### src/rtl/core/dvc_pkg.sv
package dvc_pkg;

    // Digit code carried on the result port; the value ten means no digit.
    typedef logic [3:0] t_digit;

    localparam t_digit NO_DIGIT  = 4'd10;
    localparam t_digit DIGIT_ONE = 4'd1;

    // Register indexes as decoded from paddr[2].
    localparam logic REG_VOTE_THR  = 1'b0;
    localparam logic REG_WIDTH_THR = 1'b1;

    localparam logic [7:0]  VOTE_THR_RESET  = 8'd8;
    localparam logic [11:0] WIDTH_THR_RESET = 12'd16;

    localparam logic [17:0] FEATURE_MASK = 18'h3FFCF;

    localparam logic [17:0] PAT_ZERO  = 18'h0888F;
    localparam logic [17:0] PAT_TWO   = 18'h044C6;
    localparam logic [17:0] PAT_SPLIT = 18'h044CA;
    localparam logic [17:0] PAT_FOUR  = 18'h0848E;
    localparam logic [17:0] PAT_FIVE  = 18'h044C9;
    localparam logic [17:0] PAT_FIVEB = 18'h04449;
    localparam logic [17:0] PAT_SIX   = 18'h084CD;
    localparam logic [17:0] PAT_SEVEN = 18'h0448A;
    localparam logic [17:0] PAT_EIGHT = 18'h088CF;
    localparam logic [17:0] PAT_NINE  = 18'h048CB;

    // Match a feature word against the digit table. The split pattern is
    // resolved by bits 5 and 4 of the unmasked word.
    function automatic t_digit classify(input logic [17:0] word);
        logic [17:0] masked;
        t_digit      code;
        masked = word & FEATURE_MASK;
        case (masked)
            PAT_ZERO:  code = 4'd0;
            PAT_TWO:   code = 4'd2;
            PAT_SPLIT: begin
                if (word[5]) begin
                    code = 4'd7;
                end else if (word[4]) begin
                    code = 4'd3;
                end else begin
                    code = NO_DIGIT;
                end
            end
            PAT_FOUR:  code = 4'd4;
            PAT_FIVE:  code = 4'd5;
            PAT_FIVEB: code = 4'd5;
            PAT_SIX:   code = 4'd6;
            PAT_SEVEN: code = 4'd7;
            PAT_EIGHT: code = 4'd8;
            PAT_NINE:  code = 4'd9;
            default:   code = NO_DIGIT;
        endcase
        return code;
    endfunction

endpackage

### src/rtl/core/digit_vote_classifier_unit.sv
// A word taken into stage 1 has its digit, if it causes one, written into the output
// register when stage 1 advances; a word that causes no digit leaves nothing behind.
// Throughput: one word per cycle, set by the single read and write port of the counter RAM.
// Input stalls only while a firing word waits for a full output register, and while
// the counters are re-read after vote_threshold is written.
// Reset: thresholds return to 8 and 16 and all counters read as zero at once (no clearing pass).
module digit_vote_classifier_unit #(
    parameter int NUM_DIGITS = 10
) (
    input  logic        i_clk,
    input  logic        i_rst_n,
    // input word channel
    input  logic        i_valid,
    output logic        o_ready,
    input  logic [17:0] i_feature_word,
    input  logic [11:0] i_left_edge,
    input  logic [11:0] i_right_edge,
    // result channel
    output logic        o_valid,
    input  logic        i_ready,
    output logic [3:0]  o_digit,
    // configuration port
    input  logic        psel,
    input  logic        penable,
    input  logic        pwrite,
    input  logic [2:0]  paddr,
    input  logic [31:0] pwdata,
    output logic [31:0] prdata,
    output logic        pready
);

    localparam int IDX_W = $clog2(NUM_DIGITS);

    // ------------------------------------------------------------------
    // Configuration registers. Only paddr[2] selects a register, so every
    // address lands on one of the two.
    // ------------------------------------------------------------------
    logic [7:0]  r_vote_thr;
    logic [11:0] r_width_thr;
    logic        cfg_wr;

    assign pready = 1'b1;
    assign cfg_wr = psel && penable && pwrite && pready;

    always_ff @(posedge i_clk) begin
        if (!i_rst_n) begin
            r_vote_thr  <= dvc_pkg::VOTE_THR_RESET;
            r_width_thr <= dvc_pkg::WIDTH_THR_RESET;
        end else if (cfg_wr) begin
            if (paddr[2] == dvc_pkg::REG_VOTE_THR) begin
                r_vote_thr <= pwdata[7:0];
            end else begin
                r_width_thr <= pwdata[11:0];
            end
        end
    end

    always_comb begin
        if (paddr[2] == dvc_pkg::REG_WIDTH_THR) begin
            prdata = {20'd0, r_width_thr};
        end else begin
            prdata = {24'd0, r_vote_thr};
        end
    end

    // ------------------------------------------------------------------
    // Stage 0: the edge test and the table lookup happen as the word is
    // taken, and the counter of the voted digit is read from the RAM.
    // A narrow character always votes for digit one. A reversed pair of
    // edges counts as wide by its own test, whatever the wrapped width.
    // ------------------------------------------------------------------
    logic [11:0]        s0_width;
    logic               s0_wide;
    dvc_pkg::t_digit    s0_code;
    dvc_pkg::t_digit    s0_digit;
    logic               s0_vote;
    logic [IDX_W-1:0]   s0_addr;
    logic               in_acc;

    always_comb begin
        s0_width = i_right_edge - i_left_edge;
        s0_wide  = (i_right_edge < i_left_edge) || (s0_width > r_width_thr);
        s0_code  = dvc_pkg::classify(i_feature_word);
        if (s0_wide) begin
            s0_digit = s0_code;
            s0_vote  = (s0_code != dvc_pkg::NO_DIGIT);
        end else begin
            s0_digit = dvc_pkg::DIGIT_ONE;
            s0_vote  = 1'b1;
        end
        s0_addr = s0_vote ? IDX_W'(s0_digit) : '0;
    end

    // ------------------------------------------------------------------
    // Stage 1 registers and the state around the counter RAM.
    // r_cnt_valid marks counters that have been written since the last
    // clear; an entry without its mark reads as zero, which is how reset
    // and a firing digit clear all counters at once.
    // r_match holds, for every digit, whether its counter equals the vote
    // threshold. A word that does not fire changes it at most at one place,
    // so the scan over all digits reduces to an OR and a priority pick.
    // r_wr_* keeps the last RAM write so that a word read at the edge of
    // that write still sees the new count.
    // ------------------------------------------------------------------
    logic                  r_s1_valid;
    logic                  r_s1_vote;
    logic [IDX_W-1:0]      r_s1_addr;
    logic [NUM_DIGITS-1:0] r_cnt_valid;
    logic [NUM_DIGITS-1:0] r_match;
    logic                  r_wr_valid;
    logic [IDX_W-1:0]      r_wr_addr;
    logic [7:0]            r_wr_data;
    logic                  r_o_valid;
    dvc_pkg::t_digit       r_o_digit;

    // Threshold re-read after a vote_threshold write.
    logic                  r_sw_on;
    logic [IDX_W-1:0]      r_sw_idx;
    logic                  r_sw_pend;
    logic [IDX_W-1:0]      r_sw_cmp_idx;
    logic                  sw_busy;
    logic                  sw_issue;

    logic [7:0]            ram_rdata;
    logic                  ram_we;
    logic                  ram_re;
    logic [IDX_W-1:0]      ram_raddr;

    logic [7:0]            s1_cnt_raw;
    logic [7:0]            s1_cnt;
    logic [7:0]            s1_cnt_new;
    logic [NUM_DIGITS-1:0] s1_match;
    logic                  s1_fire;
    logic [IDX_W-1:0]      s1_fire_idx;
    logic                  s1_go;
    logic                  s1_adv;
    logic                  out_free;
    logic [7:0]            sw_cnt;

    assign sw_busy  = r_sw_on || r_sw_pend;
    assign sw_issue = r_sw_on;

    always_comb begin
        s1_cnt_raw = (r_wr_valid && (r_wr_addr == r_s1_addr)) ? r_wr_data : ram_rdata;
        s1_cnt     = r_cnt_valid[r_s1_addr] ? s1_cnt_raw : 8'd0;
        s1_cnt_new = s1_cnt + 8'd1;
        s1_match   = r_match;
        if (r_s1_vote) begin
            s1_match[r_s1_addr] = (s1_cnt_new == r_vote_thr);
        end
        s1_fire     = |s1_match;
        // Lowest set digit wins, as in a scan from digit zero upward.
        s1_fire_idx = '0;
        for (int k = NUM_DIGITS - 1; k >= 0; k--) begin
            if (s1_match[k]) begin
                s1_fire_idx = IDX_W'(k);
            end
        end
    end

    assign out_free = !r_o_valid || i_ready;
    assign s1_go    = !s1_fire || out_free;
    assign s1_adv   = r_s1_valid && s1_go;
    assign o_ready  = !sw_busy && (!r_s1_valid || s1_go);
    assign in_acc   = i_valid && o_ready;

    assign ram_we    = s1_adv && r_s1_vote;
    assign ram_re    = in_acc || sw_issue;
    assign ram_raddr = sw_issue ? r_sw_idx : s0_addr;

    dvc_ram #(
        .WIDTH (8),
        .DEPTH (NUM_DIGITS)
    ) u_cnt_ram (
        .i_clk   (i_clk),
        .i_we    (ram_we),
        .i_waddr (r_s1_addr),
        .i_wdata (s1_cnt_new),
        .i_re    (ram_re),
        .i_raddr (ram_raddr),
        .o_rdata (ram_rdata)
    );

    // Stage 1 holds its word while a firing result waits for the output.
    always_ff @(posedge i_clk) begin
        if (!i_rst_n) begin
            r_s1_valid <= 1'b0;
        end else if (in_acc) begin
            r_s1_valid <= 1'b1;
        end else if (s1_adv) begin
            r_s1_valid <= 1'b0;
        end
    end

    always_ff @(posedge i_clk) begin
        if (in_acc) begin
            r_s1_vote <= s0_vote;
            r_s1_addr <= s0_addr;
        end
    end

    always_ff @(posedge i_clk) begin
        if (!i_rst_n) begin
            r_wr_valid <= 1'b0;
        end else if (ram_we) begin
            r_wr_valid <= 1'b1;
        end
    end

    always_ff @(posedge i_clk) begin
        if (ram_we) begin
            r_wr_addr <= r_s1_addr;
            r_wr_data <= s1_cnt_new;
        end
    end

    // The re-read compares each stored counter with the new threshold.
    assign sw_cnt = r_cnt_valid[r_sw_cmp_idx] ? ram_rdata : 8'd0;

    always_ff @(posedge i_clk) begin
        if (!i_rst_n) begin
            r_cnt_valid <= '0;
            r_match     <= '0;
        end else if (s1_adv) begin
            if (s1_fire) begin
                r_cnt_valid <= '0;
                r_match     <= {NUM_DIGITS{r_vote_thr == 8'd0}};
            end else begin
                if (r_s1_vote) begin
                    r_cnt_valid[r_s1_addr] <= 1'b1;
                end
                r_match <= s1_match;
            end
        end else if (r_sw_pend) begin
            r_match[r_sw_cmp_idx] <= (sw_cnt == r_vote_thr);
        end
    end

    always_ff @(posedge i_clk) begin
        if (!i_rst_n) begin
            r_sw_on   <= 1'b0;
            r_sw_idx  <= '0;
            r_sw_pend <= 1'b0;
        end else begin
            r_sw_pend <= sw_issue;
            if (cfg_wr && (paddr[2] == dvc_pkg::REG_VOTE_THR)) begin
                r_sw_on  <= 1'b1;
                r_sw_idx <= '0;
            end else if (sw_issue) begin
                if (r_sw_idx == IDX_W'(NUM_DIGITS - 1)) begin
                    r_sw_on <= 1'b0;
                end
                r_sw_idx <= r_sw_idx + 1'b1;
            end
        end
    end

    always_ff @(posedge i_clk) begin
        if (sw_issue) begin
            r_sw_cmp_idx <= r_sw_idx;
        end
    end

    // ------------------------------------------------------------------
    // Output register: parts the result side from the counter pipeline.
    // ------------------------------------------------------------------
    always_ff @(posedge i_clk) begin
        if (!i_rst_n) begin
            r_o_valid <= 1'b0;
        end else if (s1_adv && s1_fire) begin
            r_o_valid <= 1'b1;
        end else if (i_ready) begin
            r_o_valid <= 1'b0;
        end
    end

    always_ff @(posedge i_clk) begin
        if (s1_adv && s1_fire) begin
            r_o_digit <= 4'(s1_fire_idx);
        end
    end

    assign o_valid = r_o_valid;
    assign o_digit = r_o_digit;

    // ------------------------------------------------------------------
    // Assertions
    // ------------------------------------------------------------------

    // A firing digit leaves every counter cleared and a uniform match vector.
    a_fire_clears: assert property (@(posedge i_clk) disable iff (!i_rst_n)
        (s1_adv && s1_fire) |=> ((r_cnt_valid == '0)
                                 && ((r_match == '0) || (&r_match))))
        else $error("fire did not clear the vote counters");

    // No word is taken in the cycle after the vote threshold changes.
    a_sweep_blocks: assert property (@(posedge i_clk) disable iff (!i_rst_n)
        (cfg_wr && (paddr[2] == dvc_pkg::REG_VOTE_THR)) |=> !o_ready)
        else $error("word accepted during threshold re-read");

    // A delivered digit is always a real decimal digit.
    a_digit_range: assert property (@(posedge i_clk) disable iff (!i_rst_n)
        o_valid |-> (o_digit < 4'(NUM_DIGITS)))
        else $error("digit out of range");

    // A result waiting in the output register is never overwritten.
    a_no_overwrite: assert property (@(posedge i_clk) disable iff (!i_rst_n)
        (r_o_valid && !i_ready) |=> (r_o_valid && $stable(r_o_digit)))
        else $error("pending digit overwritten");

endmodule

### src/rtl/core/dvc_ram.sv
module dvc_ram #(
    parameter int WIDTH = 8,
    parameter int DEPTH = 10
) (
    input  logic                     i_clk,
    input  logic                     i_we,
    input  logic [$clog2(DEPTH)-1:0] i_waddr,
    input  logic [WIDTH-1:0]         i_wdata,
    input  logic                     i_re,
    input  logic [$clog2(DEPTH)-1:0] i_raddr,
    output logic [WIDTH-1:0]         o_rdata
);

    logic [WIDTH-1:0] r_mem [DEPTH];
    logic [WIDTH-1:0] r_rdata;

    // Read returns the old contents when the same entry is written at that edge.
    always_ff @(posedge i_clk) begin
        if (i_we) begin
            r_mem[i_waddr] <= i_wdata;
        end
        if (i_re) begin
            r_rdata <= r_mem[i_raddr];
        end
    end

    assign o_rdata = r_rdata;

endmodule
### config.mk
export PLATFORM = sky130hd
export DESIGN_NAME = digit_vote_classifier_unit
export DESIGN_NICKNAME = d
export VERILOG_FILES = /design/src/rtl/core/dvc_pkg.sv /design/src/rtl/core/digit_vote_classifier_unit.sv /design/src/rtl/core/dvc_ram.sv
export SDC_FILE = /design/constraint.sdc
export NUM_CORES = 1
export LEC_CHECK = 0
export BUFFER_PORTS_ARGS = -buffer_cell sky130_fd_sc_hd__buf_2
export CAP_MARGIN = 20
export CORE_MARGIN = 3
export CORE_UTILIZATION = 55
export DETAILED_ROUTE_END_ITERATION = 10
export PLACE_DENSITY = 0.77
export SETUP_SLACK_MARGIN = 0.4
export SLEW_MARGIN = 40
export SYNTH_ARGS = -nofsm -noshare
export SYNTH_HDL_FRONTEND = slang
export SYNTH_SLANG_ARGS = --single-unit
### constraint.sdc
create_clock -name i_clk -period 7.12 [get_ports i_clk]
set_clock_uncertainty 0.05 [all_clocks]
set_input_delay 1.424 -clock i_clk [delete_from_list [all_inputs] [get_ports i_clk]]
set_output_delay 1.424 -clock i_clk [all_outputs]
set_load 0.05 [all_outputs]
==> impl_metrics.csv <==
group,metric,value,unit
outcome,run_status,"completed",
timing,setup_repair_after_global_routing_missed_its_margin,"false",
worst_setup_path,worstPathCellList,"xor2_1, nor3_4, and3_1, or2_1, nand2b_1, buf_4, inv_1, ha_2, nand3_1, xnor2_1, nor3_1, a211oi_1, buf_4, o221ai_1, nor3_2, a21o_1, a21o_1, nand3_1, and2_1, buf_2",
final_layout,mostFrequentLayoutCell,"sky130_fd_sc_hd__nand2_1",
global_route,track_usage,25.02,%
logic_synthesis,count_of_flip_flops_with_a_built_in_enable_after_synthesis,113,
worst_setup_path,crit_required,5650,ps
logic_synthesis,synthFlopType,"sky130_fd_sc_hd__edfxtp_1",
placed_design,place.port_buffers,79,
final_layout,leading_cell_types_in_the_layout_fill_and_taps_excluded,"142 x sky130_fd_sc_hd__nand2_1, 113 x sky130_fd_sc_hd__edfxtp_1, 79 x sky130_fd_sc_hd__buf_2",
logic_synthesis,post_synth_mux_area_share,3.474,%
final_layout,syn2layout_area_growth,11.82,%
min_path,hold_path_startpoint,"r_width_thr[10]$_SDFFE_PN0P_",
logic_synthesis,syn_inst,975,
power_and_ir_drop,seqPwrFrac,46.5,%
logic_synthesis,synth_area_in_compound_gates,18.18,%
logic_synthesis,synth-xor-area-share,2.875,%
worst_setup_path,critical-path-top-delay-family,"simple AND/OR/NAND/NOR gates",
floorplanning,initial_core_util,56.48,%
placed_design,gp_routability_congestion,0.9362,
power_and_ir_drop,swShare,27.88,%
final_layout,final_layout_size_suffix_gt1_share,15.23,%
worst_setup_path,worst-path-max-fanout,12,
floorplanning,design.core.area,0.01664,mm²
global_route,maximum_number_of_pins_on_one_net_before_global_route_repair,34,
worst_setup_path,r2r-start,"r_s1_addr[3]$_DFFE_PP_",
timing,layout_worst_path_cycle_share,90.09,%
worst_setup_path,worstPathBufferInverterCount,4,
clock_network,number_of_clock_sinks_seen_by_cts,162,
drt,drt-pass1-iter-count,5,
min_path,min_delay_worst_endpoint,"r_width_thr[10]$_SDFFE_PN0P_",
timing,worst_slack,705.5,ps
logic_synthesis,ys_seq_elements,162,
clock_network,cts_made_buffers,17,
timing,tns,0,ps
global_route,via_count_of_the_first_global_routing_pass,7187,
floorplanning,num_io_pins,123,
timing,number_of_failing_setup_endpoints_in_the_final_timing_report,0,
job,maxCapViolations,0,
power_and_ir_drop,power.ir.vdd_worst,0.1591,mV
min_path,hold_path.class,"register to register",
placed_design,place_ws,449.6,ps
floorplanning,rows,47,
global_route,global_route.overflow_total,0,
logic_synthesis,postSynth.asyncResetShare,0,%
logic_synthesis,netlist_area,0.009399,mm²
worst_setup_path,critical_path.endpoint_type,"primary output",
timing,finalHoldViolations,0,
floorplanning,die_width,136.7,µm
timing,slew-limit-headroom,48.78,%
power_and_ir_drop,cellPowerDensity,217.2,mW/mm²
drt,detail_route.drc_violations,0,
drt,drt_wl_total,23.13,mm
clock_network,cts_buffer_depth,2,
drt,detailedRoute.firstIterationViolations,787,
worst_setup_path,worst-r2r-setup-slack,1830,ps
worst_setup_path,data_arrival_at_the_endpoint_of_the_critical_path,4940,ps
placed_design,dp.final_hpwl,16.59,mm
worst_setup_path,crit-reg2reg-capture,"r_wr_data[4]$_DFFE_PN_",
worst_setup_path,critical_path_class,"register to primary output",
logic_synthesis,synthAdderAreaFrac,3.807,%
power_and_ir_drop,clkPwrFrac,38.1,%
logic_synthesis,post_synth.cell_area_avg,9.640,µm²
final_layout,fillCellCount,1316,
drt,total_vias_in_the_final_route,7641,
logic_synthesis,synth_warnings,0,
clock_network,htree_levels,4,
final_layout,antenna-diode-count,0,
timing,fmax,155.9,MHz
logic_synthesis,synth_simple_gate_area_share,19.28,%
global_route,grt_antenna_before_repair,0,
clock_network,cts_root_buf,"sky130_fd_sc_hd__clkbuf_16",
drt,detail_route.vias_per_cell,5.984,
timing,finalWorstPathRequiredPeriod,6415,ps
timing,worst_pin_slew,768.3,ps
worst_setup_path,rr_worst_depth,20,
logic_synthesis,main_combinational_cell_family_by_area_after_synthesis,"simple AND/OR/NAND/NOR gates",
drt,ant_nets,0,
power_and_ir_drop,internal_power_of_the_cells,1646,µW
logic_synthesis,post_synth_num_cell_types,78,
power_and_ir_drop,part_of_the_total_power_dissipated_in_combinational_logic,15.4,%
drt,detail_route.wl_per_cell,18.11,µm
worst_setup_path,critPathSlowestCell,"sky130_fd_sc_hd__edfxtp_1",
clock_network,clk_pin_slew_worst_paths,60,ps
timing,final-max-slew-violation-count,0,
clock_network,tritoncts_clock_tree,"built",
clock_network,clk-insertion-delay-late,430,ps
global_route,grt_first_pass_wirelength,36.82,mm
worst_setup_path,critPathLaunchType,"register",
min_path,hold_path_depth,2,
floorplanning,design.die.area,0.01869,mm²
power_and_ir_drop,leakagePower,0.004068,µW
worst_setup_path,timing.critical_path.slowest_cell_delay,560,ps
floorplanning,die_height,136.7,µm
final_layout,layout.nets,1157,
logic_synthesis,synth_sequential_area_ratio,46.54,%
power_and_ir_drop,total_switching_power,636.3,µW
-- flip-flops by register name, indices dropped and copies added (netlist names) --
signal             cells
u_cnt_ram.r_mem       80
r_width_thr           12
r_cnt_valid           10
r_match               10
r_vote_thr             8
r_wr_data              8
u_cnt_ram.o_rdata      8
o_digit                4
r_s1_addr              4
r_sw_cmp_idx           4
r_sw_idx               4
r_wr_addr              4
o_valid                1
r_s1_valid             1
r_s1_vote              1
r_sw_on                1
r_sw_pend              1
r_wr_valid             1
-- layer usage --
layer  vias up  global-route usage, %  part of all wire [%]
met1      3598                  34.66                    45
met5         -                      0                     0
met3        33                  3.603                   6.7
met2       332                  40.44                    47
met4         0                  8.567                   1.9
li1       3678                      -                     -
-- cells by family (layout without fill, tap and decap cells) --
group,Yosys count,count (layout)
AO/OA/AOI/OAI,239,239
XOR/XNOR,30,30
adder cells (fa/ha/maj),28,28
buffers and inverters,112,175
flip-flops,162,162
multiplexers,29,29
other,2,21
AND/OR/NAND/NOR,373,373
-- repair_timing --
action	4_1_cts	5_1_grt
setup endpoints to repair	0	1
setup buffers	0	5
gates resized for setup	0	2
hold buffers	0	0
hold endpoints to repair	0	0
-- worst reg2reg max path, stage by stage, from the launching register on --
cell,delay (ps)
sky130_fd_sc_hd__edfxtp_1,560
sky130_fd_sc_hd__xor2_1,250
sky130_fd_sc_hd__nor3_4,420
sky130_fd_sc_hd__and3_1,230
sky130_fd_sc_hd__or2_1,120
sky130_fd_sc_hd__nand2b_1,60
sky130_fd_sc_hd__buf_4,180
sky130_fd_sc_hd__inv_1,70
sky130_fd_sc_hd__ha_2,310
sky130_fd_sc_hd__nand3_1,150
sky130_fd_sc_hd__xnor2_1,140
sky130_fd_sc_hd__nor3_1,230
sky130_fd_sc_hd__a211oi_1,100
sky130_fd_sc_hd__buf_4,200
sky130_fd_sc_hd__o221ai_1,310
sky130_fd_sc_hd__nor3_2,100
sky130_fd_sc_hd__a21o_1,180
sky130_fd_sc_hd__a21o_1,240
sky130_fd_sc_hd__a21boi_1,160
sky130_fd_sc_hd__buf_4,270
sky130_fd_sc_hd__and2_1,570
-- final cells by class --
class	instances	area (µm²)	area share, %
inverters	43	162.7	1.548
multi-input cells	720	4581	43.58
clock buffers	19	432.9	4.119
repair buffers	101	560.5	5.333
flip-flops and latches	162	4374	41.62
clock inverters	12	123.9	1.179
well taps	220	275.3	2.619
-- stage by stage --
step	hold WS (ps)	utilization [%]	power (µW)	cell area [µm²]	instances
2_1_floorplan	370.6	-	1332	9470	994
3_3_place_gp	393.4	59.42	1415	9888	1241
3_5_place_dp	400.2	59.46	1422	9896	1241
4_1_cts	408.5	62.81	2281	10450	1272
5_1_grt	444.7	63.15	2371	10510	1277
6_report	406.8	63.15	2282	10510	1277
-- how the worst max path moves through the flow --
stage	start	end	slack [ps]	cells past startpoint
after global routing	r_s1_addr[3]$_DFFE_PP_	o_ready	420	20
after floorplan	r_s1_addr[0]$_DFFE_PP_	o_ready	1050	20
after global placement	i_left_edge[1]	u_cnt_ram.o_rdata[3]$_DFFE_PP_	650	24
after detailed placement	i_left_edge[1]	u_cnt_ram.o_rdata[3]$_DFFE_PP_	450	24
final	r_s1_addr[3]$_DFFE_PP_	o_ready	710	20
after CTS	r_s1_addr[3]$_DFFE_PP_	o_ready	600	17
-- cell usage after synthesis (11+ instances only) --
cell	instances	share of area (%)
sky130_fd_sc_hd__dfxtp_1	49	10
sky130_fd_sc_hd__xor2_1	17	1.6
sky130_fd_sc_hd__nor2b_1	19	1.3
sky130_fd_sc_hd__a211o_1	21	2.0
sky130_fd_sc_hd__a21boi_0	13	1.0
sky130_fd_sc_hd__buf_4	24	1.9
sky130_fd_sc_hd__nand2b_1	12	0.80
sky130_fd_sc_hd__nand3_1	36	1.9
sky130_fd_sc_hd__o21ai_0	29	1.5
sky130_fd_sc_hd__o31ai_1	11	0.88
sky130_fd_sc_hd__and2_1	11	0.73
sky130_fd_sc_hd__inv_1	42	1.7
sky130_fd_sc_hd__mux2i_1	18	1.9
sky130_fd_sc_hd__a211oi_1	12	0.96
sky130_fd_sc_hd__edfxtp_1	113	36
sky130_fd_sc_hd__and3_1	17	1.1
sky130_fd_sc_hd__xnor2_1	12	1.1
sky130_fd_sc_hd__clkbuf_1	30	1.2
sky130_fd_sc_hd__a31oi_1	13	0.87
sky130_fd_sc_hd__nand2_1	142	5.7
sky130_fd_sc_hd__nor3_1	16	0.85
sky130_fd_sc_hd__nor2_1	67	2.7
sky130_fd_sc_hd__a21oi_1	62	3.3
sky130_fd_sc_hd__ha_1	27	3.6
-- power by group through the flow --
stage	combinational (µW)	clock [µW]	sequential, µW
final	352	868	1060
after global routing	387	921	1060
after CTS	344	874	1060
after detailed placement	340	0	1080
after global placement	334	0	1080
after floorplan	268	0	1060
No activity file was read; power rests on OpenSTA's default activity.
